## config.mk

```make
export PLATFORM = sky130hd
export DESIGN_NAME = cow_ctrl
export DESIGN_NICKNAME = d
export VERILOG_FILES = /design/src/sv/cow_pkg.sv /design/src/sv/cow_ctrl.sv
export SDC_FILE = /design/constraint.sdc
export NUM_CORES = 1
export LEC_CHECK = 0
export BUFFER_PORTS_ARGS = -buffer_cell sky130_fd_sc_hd__buf_2
export CAP_MARGIN = 5
export CORE_AREA = 5 5 42 44
export CTS_BUF_LIST = sky130_fd_sc_hd__clkbuf_4
export DETAILED_ROUTE_END_ITERATION = 10
export DIE_AREA = 0 0 47 49
export PLACE_DENSITY_LB_ADDON = 0.12
export SYNTH_ARGS = -nofsm -noshare
export SYNTH_HDL_FRONTEND = slang
export SYNTH_SLANG_ARGS = --single-unit
```

## constraint.sdc

```tcl
create_clock -name clk -period 1.95 [get_ports clk]
set_input_delay 0.39 -clock clk [delete_from_list [all_inputs] [get_ports clk]]
set_output_delay 0.39 -clock clk [all_outputs]
set_load 0.02 [all_outputs]
```

## src/sv/cow_pkg.sv

```systemverilog
// Shared types, codes and defaults for the COW language core.
package cow_pkg;

  localparam int unsigned TAPE_DEPTH_DEF = 32768;
  localparam int unsigned PROG_DEPTH_DEF = 4096;

  // item modes
  localparam logic [1:0] MODE_LOAD    = 2'd0;
  localparam logic [1:0] MODE_STEP    = 2'd1;
  localparam logic [1:0] MODE_RESTART = 2'd2;

  // output kinds
  localparam logic [1:0] KIND_NONE = 2'd0;
  localparam logic [1:0] KIND_CHAR = 2'd1;
  localparam logic [1:0] KIND_NUM  = 2'd2;

  // run status
  localparam logic [1:0] RUN_OK  = 2'd0;
  localparam logic [1:0] RUN_END = 2'd1;
  localparam logic [1:0] RUN_ERR = 2'd2;

  // opcodes
  localparam logic [3:0] OP_CLOSE   = 4'd0;
  localparam logic [3:0] OP_PTR_DEC = 4'd1;
  localparam logic [3:0] OP_PTR_INC = 4'd2;
  localparam logic [3:0] OP_EXEC    = 4'd3;
  localparam logic [3:0] OP_IO      = 4'd4;
  localparam logic [3:0] OP_DEC     = 4'd5;
  localparam logic [3:0] OP_INC     = 4'd6;
  localparam logic [3:0] OP_OPEN    = 4'd7;
  localparam logic [3:0] OP_ZERO    = 4'd8;
  localparam logic [3:0] OP_HOLD    = 4'd9;
  localparam logic [3:0] OP_NUM_OUT = 4'd10;
  localparam logic [3:0] OP_READ    = 4'd11;

  typedef struct packed {
    logic accept;
    logic load;
    logic restart;
    logic clr_step;
    logic exec;
    logic scan_rd;
    logic scan_chk;
    logic push;
  } cow_cmd_t;

  typedef struct packed {
    logic halted;
    logic at_end;
    logic clr_done;
    logic exec_scan;
    logic scan_end;
    logic scan_hit;
    logic out_busy;
  } cow_stat_t;

endpackage

```

## src/sv/cow_ctrl.sv

```systemverilog
// Controller state machine for the COW language core.
module cow_ctrl (
  input  logic              clk,
  input  logic              rst,
  input  logic              s_tvalid,
  output logic              s_tready,
  input  logic [1:0]        mode,
  input  cow_pkg::cow_stat_t stat,
  output cow_pkg::cow_cmd_t  cmd
);
  import cow_pkg::*;

  typedef enum logic [6:0] {
    ST_CLEAR    = 7'b0000001,
    ST_IDLE     = 7'b0000010,
    ST_EXEC     = 7'b0000100,
    ST_SCAN_RD  = 7'b0001000,
    ST_SCAN_CHK = 7'b0010000,
    ST_FINISH   = 7'b0100000,
    ST_SPARE    = 7'b1000000
  } state_t;

  state_t state, state_next;
  logic   report, report_next;

  assign s_tready = (state == ST_IDLE);

  always_comb begin
    state_next  = state;
    report_next = report;
    cmd         = '0;
    case (state)
      ST_CLEAR: begin
        cmd.clr_step = 1'b1;
        if (stat.clr_done) begin
          state_next = report ? ST_FINISH : ST_IDLE;
        end
      end
      ST_IDLE: begin
        if (s_tvalid) begin
          cmd.accept = 1'b1;
          case (mode)
            MODE_LOAD: begin
              cmd.load   = 1'b1;
              state_next = ST_FINISH;
            end
            MODE_RESTART: begin
              cmd.restart = 1'b1;
              report_next = 1'b1;
              state_next  = ST_CLEAR;
            end
            MODE_STEP: begin
              state_next = (stat.halted || stat.at_end) ? ST_FINISH : ST_EXEC;
            end
            default: state_next = ST_FINISH;
          endcase
        end
      end
      ST_EXEC: begin
        cmd.exec   = 1'b1;
        state_next = stat.exec_scan ? ST_SCAN_RD : ST_FINISH;
      end
      ST_SCAN_RD: begin
        cmd.scan_rd = 1'b1;
        state_next  = stat.scan_end ? ST_FINISH : ST_SCAN_CHK;
      end
      ST_SCAN_CHK: begin
        cmd.scan_chk = 1'b1;
        state_next   = stat.scan_hit ? ST_FINISH : ST_SCAN_RD;
      end
      ST_FINISH: begin
        if (!stat.out_busy) begin
          cmd.push   = 1'b1;
          state_next = ST_IDLE;
        end
      end
      default: state_next = ST_IDLE;
    endcase
  end

  always_ff @(posedge clk) begin
    if (rst) begin
      state  <= ST_CLEAR;
      report <= 1'b0;
    end else begin
      state  <= state_next;
      report <= (state == ST_FINISH) ? 1'b0 : report_next;
    end
  end

endmodule

```

# Word-level counts from Yosys, hierarchy flattened
# Index checks and enable logic that the tools add are counted.
[word_totals]
inputBits = 12
reg_bits = 8
[op_classes]
reduce_logical = 5
n_eq_ne = 11
muxes = 20
[ops]
columns = ["operator", "n"]
rows = [
  ["$pmux W7 S6", 1],
  ["$mux W6", 5],
  ["$mux W7", 3],
  ["$pmux W6 S2", 1],
  ["$mux W1", 8],
  ["$eq A7 B1 Y1 const B", 1],
  ["$eq A7 B2 Y1 const B", 1],
  ["$eq A7 B3 Y1 const B", 1],
  ["$eq A7 B4 Y1 const B", 1],
  ["$eq A7 B5 Y1 const B", 1],
  ["$eq A7 B6 Y1 const B", 1],
  ["$mux W3", 2],
  ["$ne A2 B2 Y1 const B", 3],
  ["$reduce_and A3 Y1", 2],
  ["$eq A2 B1 Y1 const B", 1],
  ["$eq A2 B2 Y1 const B", 1],
  ["$logic_not A2 Y1", 1],
  ["$reduce_or A2 Y1", 1],
  ["$logic_or A1 B1 Y1", 1],
]

# Longest topological paths before layout
# Gate-level depths: netlist of the first run.
[depth]
depth_word = 5
ltp_mapped = 6
ltp_nobuf = 6

# Worst setup path before layout of the first run
# No wires, ideal clock.
[synth_path]
path_type = "register to output"
start = "register state[2]"
end = "output cmd[5] in the netlist's numbering"
stages_incl_launch_ff = 5
required_time_ns = 1.560
path_slack_ns = -0.205
arrival_ns = 1.765
cell_sequence = "dfxtp_1 -> or4_1 -> clkbuf_2 -> nor2_1 -> and3_1"
[synth_lines]
columns = ["element", "line", "source"]
rows = [
  ["start, declared", "cow_ctrl.sv:23", "state_t state, state_next;"],
  ["start signal, assigned", "cow_ctrl.sv:86", "state <= state_next;"],
  ["end, declared", "cow_ctrl.sv:9", "output cow_pkg::cow_cmd_t cmd"],
]

==> run summary, run 1 <==
Status: complete, but fails checks
Failing checks: setup timing
Startpoint Class: flop
GP Congestion: 0.760
Slowest cell on crit path: or4_4
Hold wc startpoint: stat[2]
DRT Pass-1 Iters: 4
HPWL after DPL: 1.21 mm
Power density over cell area: 547 mW/mm^2
Gr usage total: 15.0%
Mapped Area: 558 sq um
Multi-input gate area: 427 sq um
Crit path to: cmd[5]
Drt via density: 5.37
Final setup viols: 2
Initial antenna violation count: 0
H-tree depth reported by CTS: 1
First-pass GRT wire length: 2.60 mm
Critical Path RT: 1.56 ns
Max-slew headroom at the worst pin: 67.9%
#FFs+latches synth: 7
Starting Density: 39.8%
Fill cell count: 123
Synth area leader: dfxtp_1
Reg clk slew, reported paths: 0.05 ns
Reg2Reg Depth: 5
Nets: 124
Register Area: 141 sq um
Unrepaired setup endpoints after global routing: true
Std-Cell Rows: 14
Minimum clock period: 1.98 ns
Layout cell share with drive strength beyond 1: 47.7%
Vias: 660
Synth top area share: 25.1%
Area growth syn-to-layout: 58.7%
Setup TNS: -0.0496 ns
DR WL/cell: 13.7 um
Xor/xnor share of the synthesized area: 0%
LEAKAGE: 0.423 nW
Cell variety after synth: 31
Post-synthesis mux area share: 0%
Commonest cells after routing, fill and taps aside: buf_4 (19), buf_2 (13), inv_1 (7), dfxtp_1 (6)
CP bufs+invs: 1
DRC errors left: 0
ANT cells: 0
Launching point of the worst reg2reg path: state[5]$_SDFFE_PP0P_
Clk buf depth: 2
Die footprint: 0.00230 sq mm
Largest delay share family, worst path: simple AND/OR/NAND/NOR gates
Total global routing overflow: 0
Final Hold Viols: 0
Crit. Startpoint: state[5]$_SDFFE_PP0P_
# IOs: 21
Largest family of logic cells by synthesized area: simple AND/OR/NAND/NOR gates
Worst hold slack: 0.330 ns
Clock Skews: 0.00195 ns
Cells after synthesis: 69
Post-route clock period utilization: 102%
CP Max Fanout: 5
Hold Path Depth: 2
Commonest non-fill, non-tap cell in the layout: buf_4
Peak VDD IR: 0.000374 V
CTS Root Cell: clkbuf_4
Total Wirelength: 1.68 mm
Fmax: 504 MHz
Critical Path End Type: output port
Synth Area in Compound Gates: 23.1%
Clk sinks: 7
Max_cap viols: 0
Simple-gate share of the synthesized area: 37.2%
Hold WC Path Type: primary input to flop
Clk_lat worst skew: 0.24 ns
Core ar.: 0.00140 sq mm
Worst-path cell chain: or4_4 > nor2_4 > and3_4 > buf_6
Seq/Total Area, Yosys: 25.1%
PortBufs: 20
Die height: 49 um
Register-to-register setup slack: 0.05 ns
Ranking of synthesized cells by area: dfxtp_1 (25%), ha_1 (9.0%), inv_1 (4.7%), nor2_1 (4.7%), nor3_1 (4.5%)
Worst path depth: 4
Adder-Cell Fraction of Synth Area: 8.97%
CTS tree: done
Setup ws final: -0.0346 ns
Avg Inst Size Synth: 8.09 sq um
Num CTS Buffers: 3
R2r endpoint: state[5]$_SDFFE_PP0P_
Worst Max-Slew Pin Slew: 0.470 ns
Pin count of the biggest net entering global routing: 10
Vias in the first global route: 635
Yosys warns: 0
Critical path arrival: 1.59 ns
Max-slew violations: 0
Initial drt markers: 23
CP max stage delay: 0.57 ns
Die Wd: 47 um
Antenna viol nets, final: 0
Syn Nets: 85
CP Class: flop to output port
[kinds of logic (layout without fill, tap and decap cells)]
logic type,count (synthesis),after routing
flops,7,7
simple gates,35,35
compound gates,15,15
buf+inv,8,46
fa+ha+maj,4,4
[metrics by stage]
stage / util (%) / setup WS [ns] / instances / cell area (sq um) / power (W)
global placement: 52.3 / 0.0631 / 111 / 733 / 0.000306
global route: 63.2 / -0.0857 / 123 / 886 / 0.000511
finish: 63.2 / -0.0346 / 123 / 886 / 0.000484
CTS: 60.6 / -0.0388 / 121 / 850 / 0.000478
detailed placement: 52.3 / 0.0384 / 111 / 733 / 0.000307
floorplan: - / 0.0414 / 69 / 566 / 0.000260
[metal layers]
layer  GRT usage (%)  wire, um  part of all wire, %  up-vias
met4            6.91        20                  1.2        0
met3            1.11        73                  4.3        4
li1                -         -                    -      331
met1            21.5       778                   46      305
met2            22.2       809                   48       20
met5               0         0                    0        -
[worst min-delay path by stage]
stage	slack, ns	end
after floorplan	0.45	state[1]$_SDFFE_PP0P_
after global placement	0.55	report$_SDFFE_PP0P_
after detailed placement	0.53	report$_SDFFE_PP0P_
after CTS	0.32	state[4]$_SDFFE_PP0P_
after global routing	0.33	state[4]$_SDFFE_PP0P_
final	0.33	state[4]$_SDFFE_PP0P_
[cells in the mapped netlist]
library cell / number
nand3b_1: 1
nand3_1: 2
ha_1: 4
a211oi_2: 1
a311o_1: 1
o211a_1: 1
or3b_2: 1
o22ai_1: 1
nor3b_1: 3
and2_4: 1
a22oi_1: 1
nor3_1: 5
o21a_1: 2
nand2_1: 1
o21bai_4: 1
a21oi_1: 3
dfxtp_1: 7
or3_1: 2
nand2b_1: 3
and2_1: 1
a2111oi_0: 2
nor2_1: 7
o211ai_1: 1
nor4b_1: 1
nand4_1: 1
a311oi_1: 1
inv_1: 7
or2b_1: 1
and3_1: 2
clkbuf_2: 1
or4_1: 3
[area by class of cell]
cell class                 count  area share (%)
clock buffer                   4            3.39
inverter                       7            2.97
multi-input combinational     54            48.2
sequential                     7            16.0
tap                           16            2.26
timing repair buffer          35            27.3
[what timing repair did]
| item | in CTS | in global routing |
|---|---|---|
| hold buffers | 0 | 0 |
| buffers inserted | 6 | 2 |
| pin swaps | 3 | 3 |
| gates resized for setup | 13 | 6 |
| endpoints found under the setup margin | 8 | 8 |
[flip-flops by register name (all words and copies together) (netlist names)]
| signal | cells |
|---|---|
| report | 1 |
| state | 6 |
[power breakdown]
group | switching (W) | internal (W)
registers | 0.0000164 | 0.000152
logic | 0.0000879 | 0.0000872
clock network | 0.0000493 | 0.0000917
total | 0.000154 | 0.000331
Note: power is estimated with default switching activity, not from simulation.
==> inputs of run 2 (changes only) <==
--- a/config.mk
+++ b/config.mk
@@ -9,8 +9,10 @@
 export CAP_MARGIN = 5
 export CORE_AREA = 5 5 42 44
 export CTS_BUF_LIST = sky130_fd_sc_hd__clkbuf_4
+export CTS_CLUSTER_DIAMETER = 100
 export DETAILED_ROUTE_END_ITERATION = 10
 export DIE_AREA = 0 0 47 49
+export GPL_TIMING_DRIVEN = 0
 export PLACE_DENSITY_LB_ADDON = 0.12
 export SYNTH_ARGS = -nofsm -noshare
 export SYNTH_HDL_FRONTEND = slang
==> constraint.sdc (replaced) <==
create_clock -name clk -period 1.9 [get_ports clk]
set_input_delay 0.38 -clock clk [delete_from_list [all_inputs] [get_ports clk]]
set_output_delay 0.38 -clock clk [all_outputs]
set_load 0.02 [all_outputs]
==> run 2 against run 1 <==
The flow still finishes with violations (setup timing). Non-clock buffer count shrank 4. Hold slack got worse by 0.013 ns. Design area fell by 0.14%. Sequential share of layout area rose by 0.73 points. Sequential power barely moved. Final cell count down 3.3%. Clock-buffer cell count stayed put. Sequential cell count unchanged. Critical endpoint is now cmd[1]. Largest cell class unchanged. Largest power group unchanged.
==> run summary, run 2 (same netlist as run 1, synthesis figures left out) <==
Status: complete, but fails checks
Failing checks: setup timing
Setup ws final: -0.0984 ns (-0.0638 ns)
Fill cell count: 130 (+5.7%)
Max-slew violations: 0 (unchanged)
CP Max Fanout: 3 (-2)
Max_cap viols: 0 (unchanged)
DRC errors left: 0 (unchanged)
Unrepaired setup endpoints after global routing: true
Power density over cell area: 551 mW/mm^2 (+0.78%)
Minimum clock period: 2.00 ns
CP Class: flop to output port
Most flops, register: state
# IOs: 21 (unchanged)
Final Cell Area: 885 sq um (-0.14%)
Area growth syn-to-layout: 58.5%
CTS tree: done
ANT cells: 0 (unchanged)
Fmax: 500 MHz
Slowest cell on crit path: or4_4
Post-route clock period utilization: 105%
Vias: 651 (-1.4%)
Die height: 49 um (unchanged)
Total global routing overflow: 0 (unchanged)
Biggest regs: state x6, report x1
First-pass GRT wire length: 2.47 mm (-5.0%)
Core ar.: 0.00140 sq mm (unchanged)
Final setup viols: 7 (+5)
Gr usage total: 14.4% (-0.58 points)
DR WL/cell: 13.1 um (-4.4%)
Critical Path End Type: output port
LEAKAGE: 0.409 nW (-3.4%)
Critical Path RT: 1.52 ns (-0.04 ns)
Drt via density: 5.47 (+2.0%)
Initial drt markers: 17 (-26%)
Layout cell share with drive strength beyond 1: 45.6% (-2.0 points)
Hold WC Path Type: primary input to flop
Critical path arrival: 1.62 ns (+0.03 ns)
GP Congestion: 0.787 (+3.5%)
Clk sinks: 7 (unchanged)
Commonest cells after routing, fill and taps aside: buf_2 (13), buf_4 (9), buf_6 (9), inv_1 (7)
Die Wd: 47 um (unchanged)
Vias in the first global route: 554 (-13%)
Setup TNS: -0.364 ns (-0.315 ns)
Total Wirelength: 1.56 mm (-7.5%)
Std-Cell Rows: 14 (unchanged)
Largest delay share family, worst path: simple AND/OR/NAND/NOR gates
Post-CTS Hold Fix Bufs: 0 (unchanged)
CTS Root Cell: clkbuf_4
DRT Pass-1 Iters: 4 (unchanged)
Worst hold slack: 0.317 ns (-0.0129 ns)
HPWL after DPL: 1.11 mm (-8.2%)
CP max stage delay: 0.54 ns (-0.03 ns)
Worst-path cell chain: buf_6 > or4_4 > nor3_4 > buf_6
Clk_lat worst skew: 0.24 ns (about the same)
Initial antenna violation count: 0 (unchanged)
PortBufs: 20 (unchanged)
Final Hold Viols: 0 (unchanged)
Commonest non-fill, non-tap cell in the layout: buf_2
Num CTS Buffers: 3 (unchanged)
Peak VDD IR: 0.000515 V (+38%)
H-tree depth reported by CTS: 1 (unchanged)
Placed cell areas: 686 sq um (-6.5%)
Most common cell on crit path: buf_6
Max FFs per register: 6 (unchanged)
Worst Max-Slew Pin Slew: 0.418 ns (-0.0516 ns)
Clock Skews: 0.00248 ns (+0.000536 ns)
Startpoint Class: flop
Antenna viol nets, final: 0 (unchanged)
Clk buf depth: 2 (unchanged)
Max-slew headroom at the worst pin: 71.4% (+3.5 points)
Reg clk slew, reported paths: 0.04 ns (about the same)
CP bufs+invs: 2 (+1)
Pin count of the biggest net entering global routing: 10 (unchanged)
Die footprint: 0.00230 sq mm (unchanged)
Starting Density: 39.8% (unchanged)
Nets: 120 (-3.2%)
## run 2: final timing paths
check	slack, ns	start	cells after the start	to
worst max-delay path	-0.1	state[3]$_SDFFE_PP0P_	4	cmd[1]
worst min-delay path	0.32	stat[2]	2	state[4]$_SDFFE_PP0P_
worst max register to register	0.04	state[3]$_SDFFE_PP0P_	6	state[1]$_SDFFE_PP0P_
worst min register to register	0.53	report$_SDFFE_PP0P_	1	report$_SDFFE_PP0P_
## run 2: final cells by class
cell class                 count  area [sq um]  share of cell area, %
sequential                     7           148                   16.7
tap                           16          20.0                   2.26
multi-input combinational     54           427                   48.2
inverter                       7          26.3                   2.97
timing repair buffer          31           234                   26.4
clock buffer                   4          30.0                   3.39
## run 2: worst register-to-register path, delay by kind of cell, from the launching register on
kind                   cells  cell delay, ns
AO/OA/AOI/OAI              2            0.28
AND/OR/NAND/NOR            2            0.91
flip-flops                 1            0.34
buffers and inverters      2            0.27
## run 2: metal layers
metal,track usage [%],routed length (um),vias to the layer above
li1,-,-,326
met1,21.4,727,311
met2,20.4,765,14
met3,1.11,63,0
met4,6.91,0,0
met5,0,0,-
## run 2: repair_timing
action	CTS	global route
resized for setup	18	12
gates cloned	0	0
pin swaps	5	6
setup endpoints to repair	9	10
buffers inserted	8	3
## run 2: power by group
| part | switching (W) | internal [W] |
|---|---|---|
| clock | 0.0000454 | 0.0000938 |
| combinational | 0.0000862 | 0.0000913 |
| sequential | 0.0000177 | 0.000153 |
## run 2: stage by stage
stage	total power [W]	setup WS [ns]	utilization [%]	std cells
after global placement	0.000310	-0.0836	48.9	105
after CTS	0.000481	-0.166	59.4	117
after detailed placement	0.000310	-0.0934	48.9	105
after floorplan	0.000267	0.00139	-	69
final	0.000487	-0.0984	63.1	119
after global routing	0.000521	-0.148	63.1	119
==> inputs of run 3 (changes only) <==
==> constraint.sdc (replaced) <==
create_clock -name clk -period 1.7 [get_ports clk]
set_input_delay 0.34 -clock clk [delete_from_list [all_inputs] [get_ports clk]]
set_output_delay 0.34 -clock clk [all_outputs]
set_load 0.02 [all_outputs]
==> run 3 against run 2 <==
Largest power group unchanged. Utilization down 0.089 points. Register-to-register slack got worse by 0.12 ns. Sequential cell count did not move. Global-route usage increased by 1.6 points. First-iteration DRC count down 59%. Critical path depth up 1. The flow still finishes with violations (setup timing).
==> run summary, run 3 (same netlist as run 1, synthesis figures left out) <==
Status: complete, but fails checks
Failing checks: setup timing
Critical path arrival: 1.58 ns (-0.04 ns)
Biggest regs: state x6, report x1
Total global routing overflow: 0 (unchanged)
Max-slew headroom at the worst pin: 74.7% (+3.3 points)
Drt via density: 5.34 (-2.4%)
DR WL/cell: 14.3 um (+9.0%)
Critical Path End Type: output port
Placed cell areas: 709 sq um (+3.5%)
Hold WC Path Type: primary input to flop
Core ar.: 0.00140 sq mm (unchanged)
Commonest cells after routing, fill and taps aside: buf_2 (12), buf_4 (12), inv_1 (7), buf_6 (6)
DRT Pass-1 Iters: 4 (unchanged)
PortBufs: 20 (unchanged)
Worst Max-Slew Pin Slew: 0.379 ns (-0.0390 ns)
Clk_lat worst skew: 0.24 ns (about the same)
CTS Root Cell: clkbuf_4
CTS tree: done
Pin count of the biggest net entering global routing: 10 (unchanged)
Final Cell Area: 883 sq um (-0.14%)
Total Wirelength: 1.68 mm (+8.1%)
Clk sinks: 7 (unchanged)
Minimum clock period: 1.92 ns
CP Class: flop to output port
Num CTS Buffers: 3 (unchanged)
Initial antenna violation count: 0 (unchanged)
Hold wc startpoint: stat[2]
Register Area: 146 sq um (-0.85%)
Clk buf depth: 2 (unchanged)
R2r endpoint: state[5]$_SDFFE_PP0P_
LEAKAGE: 0.397 nW (-3.0%)
Setup TNS: -1.84 ns (-1.48 ns)
Hold Path Depth: 2 (unchanged)
DRC errors left: 0 (unchanged)
Most flops, register: state
Max-slew violations: 0 (unchanged)
Peak VDD IR: 0.000467 V (-9.3%)
Post-route clock period utilization: 113%
Power density over cell area: 621 mW/mm^2 (+13%)
Std-Cell Rows: 14 (unchanged)
Multi-input gate area: 443 sq um (+3.8%)
Cell count after placement: 105 (unchanged)
GP Congestion: 0.754 (-4.2%)
Initial drt markers: 7 (-10)
Gr usage total: 16.0% (+1.6 points)
Clock Skews: 0.00300 ns (+0.000514 ns)
Area growth syn-to-layout: 58.3%
Reg2Reg Depth: 7 (+1)
Register-to-register setup slack: -0.08 ns (-0.12 ns)
Fill cell count: 130 (unchanged)
Launching point of the worst reg2reg path: state[4]$_SDFFE_PP0P_
Fmax: 521 MHz
Starting Density: 39.8% (unchanged)
ANT cells: 0 (unchanged)
Vias in the first global route: 635 (+15%)
H-tree depth reported by CTS: 1 (unchanged)
Pwr Total: 0.000549 W (+13%)
Antenna viol nets, final: 0 (unchanged)
Unrepaired setup endpoints after global routing: true
Die height: 49 um (unchanged)
Max FFs per register: 6 (unchanged)
Max_cap viols: 0 (unchanged)
CP Max Fanout: 3 (unchanged)
Die footprint: 0.00230 sq mm (unchanged)
Final Hold Viols: 0 (unchanged)
# IOs: 21 (unchanged)
Die Wd: 47 um (unchanged)
End of the worst hold path: state[4]$_SDFFE_PP0P_
Startpoint Class: flop
Layout cell share with drive strength beyond 1: 51.0% (+5.3 points)
Critical Path RT: 1.36 ns (-0.16 ns)
Nets: 119 (-0.83%)
Setup ws final: -0.218 ns (-0.120 ns)
Reg clk slew, reported paths: 0.05 ns (about the same)
Fin cells: 118 (-0.84%)
Final setup viols: 12 (+5)
First-pass GRT wire length: 2.82 mm (+14%)
Vias: 630 (-3.2%)
HPWL after DPL: 1.14 mm (+2.2%)
[run 3: where the power goes]
group,leakage (nW),internal [W],switching [W]
logic,0.319,0.0000988,0.0000995
registers,0.0590,0.000172,0.0000204
clock network,0.0184,0.000105,0.0000528
[run 3: through the flow]
| step | util, % | setup WS, ns | hold slack, ns |
|---|---|---|---|
| floorplan | - | -0.101 | 0.405 |
| global placement | 50.6 | -0.182 | 0.519 |
| detailed placement | 50.6 | -0.189 | 0.515 |
| CTS | 63.5 | -0.328 | 0.266 |
| global route | 63.0 | -0.279 | 0.266 |
| finish | 63.0 | -0.218 | 0.273 |
[run 3: routing by layer]
metal	GRT usage, %	share of wire (%)
met1	23.4	46
met2	23.3	50
met3	2.95	3.9
met4	4.61	0
met5	0	0
[run 3: worst max path at each step]
stage          slack (ns)     end             startpoint  depth (start not counted)
3_5_place_dp        -0.19  cmd[5]  state[4]$_SDFFE_PP0P_                          5
5_1_grt             -0.28  cmd[0]  state[4]$_SDFFE_PP0P_                          6
6_report            -0.22  cmd[3]  state[4]$_SDFFE_PP0P_                          5
3_3_place_gp        -0.18  cmd[5]  state[4]$_SDFFE_PP0P_                          5
2_1_floorplan       -0.10  cmd[5]  state[4]$_SDFFE_PP0P_                          4
4_1_cts             -0.33  cmd[5]  state[4]$_SDFFE_PP0P_                          5
[run 3: final cells by class]
type,count,share of cell area (%)
Clock buffer,4,3.40
Timing Repair Buffer,30,24.6
Sequential cell,7,16.6
Inverter,7,2.97
Tap cell,16,2.27
Multi-Input combinational cell,54,50.1
[run 3: critical path, stage by stage, from the launching register on]
cell and delay [ns]:
dfxtp_2 0.32, buf_4 0.13, buf_6 0.11, or4_4 0.55, nor2_4 0.12, buf_6 0.12
[run 3: repair_timing]
item | 4_1_cts | 5_1_grt
setup endpoints to repair | 12 | 15
hold buffers | 0 | 0
setup buffers | 10 | 0
gates resized for setup | 24 | 3
hold endpoints to repair | 0 | 0
pin swaps | 6 | 5
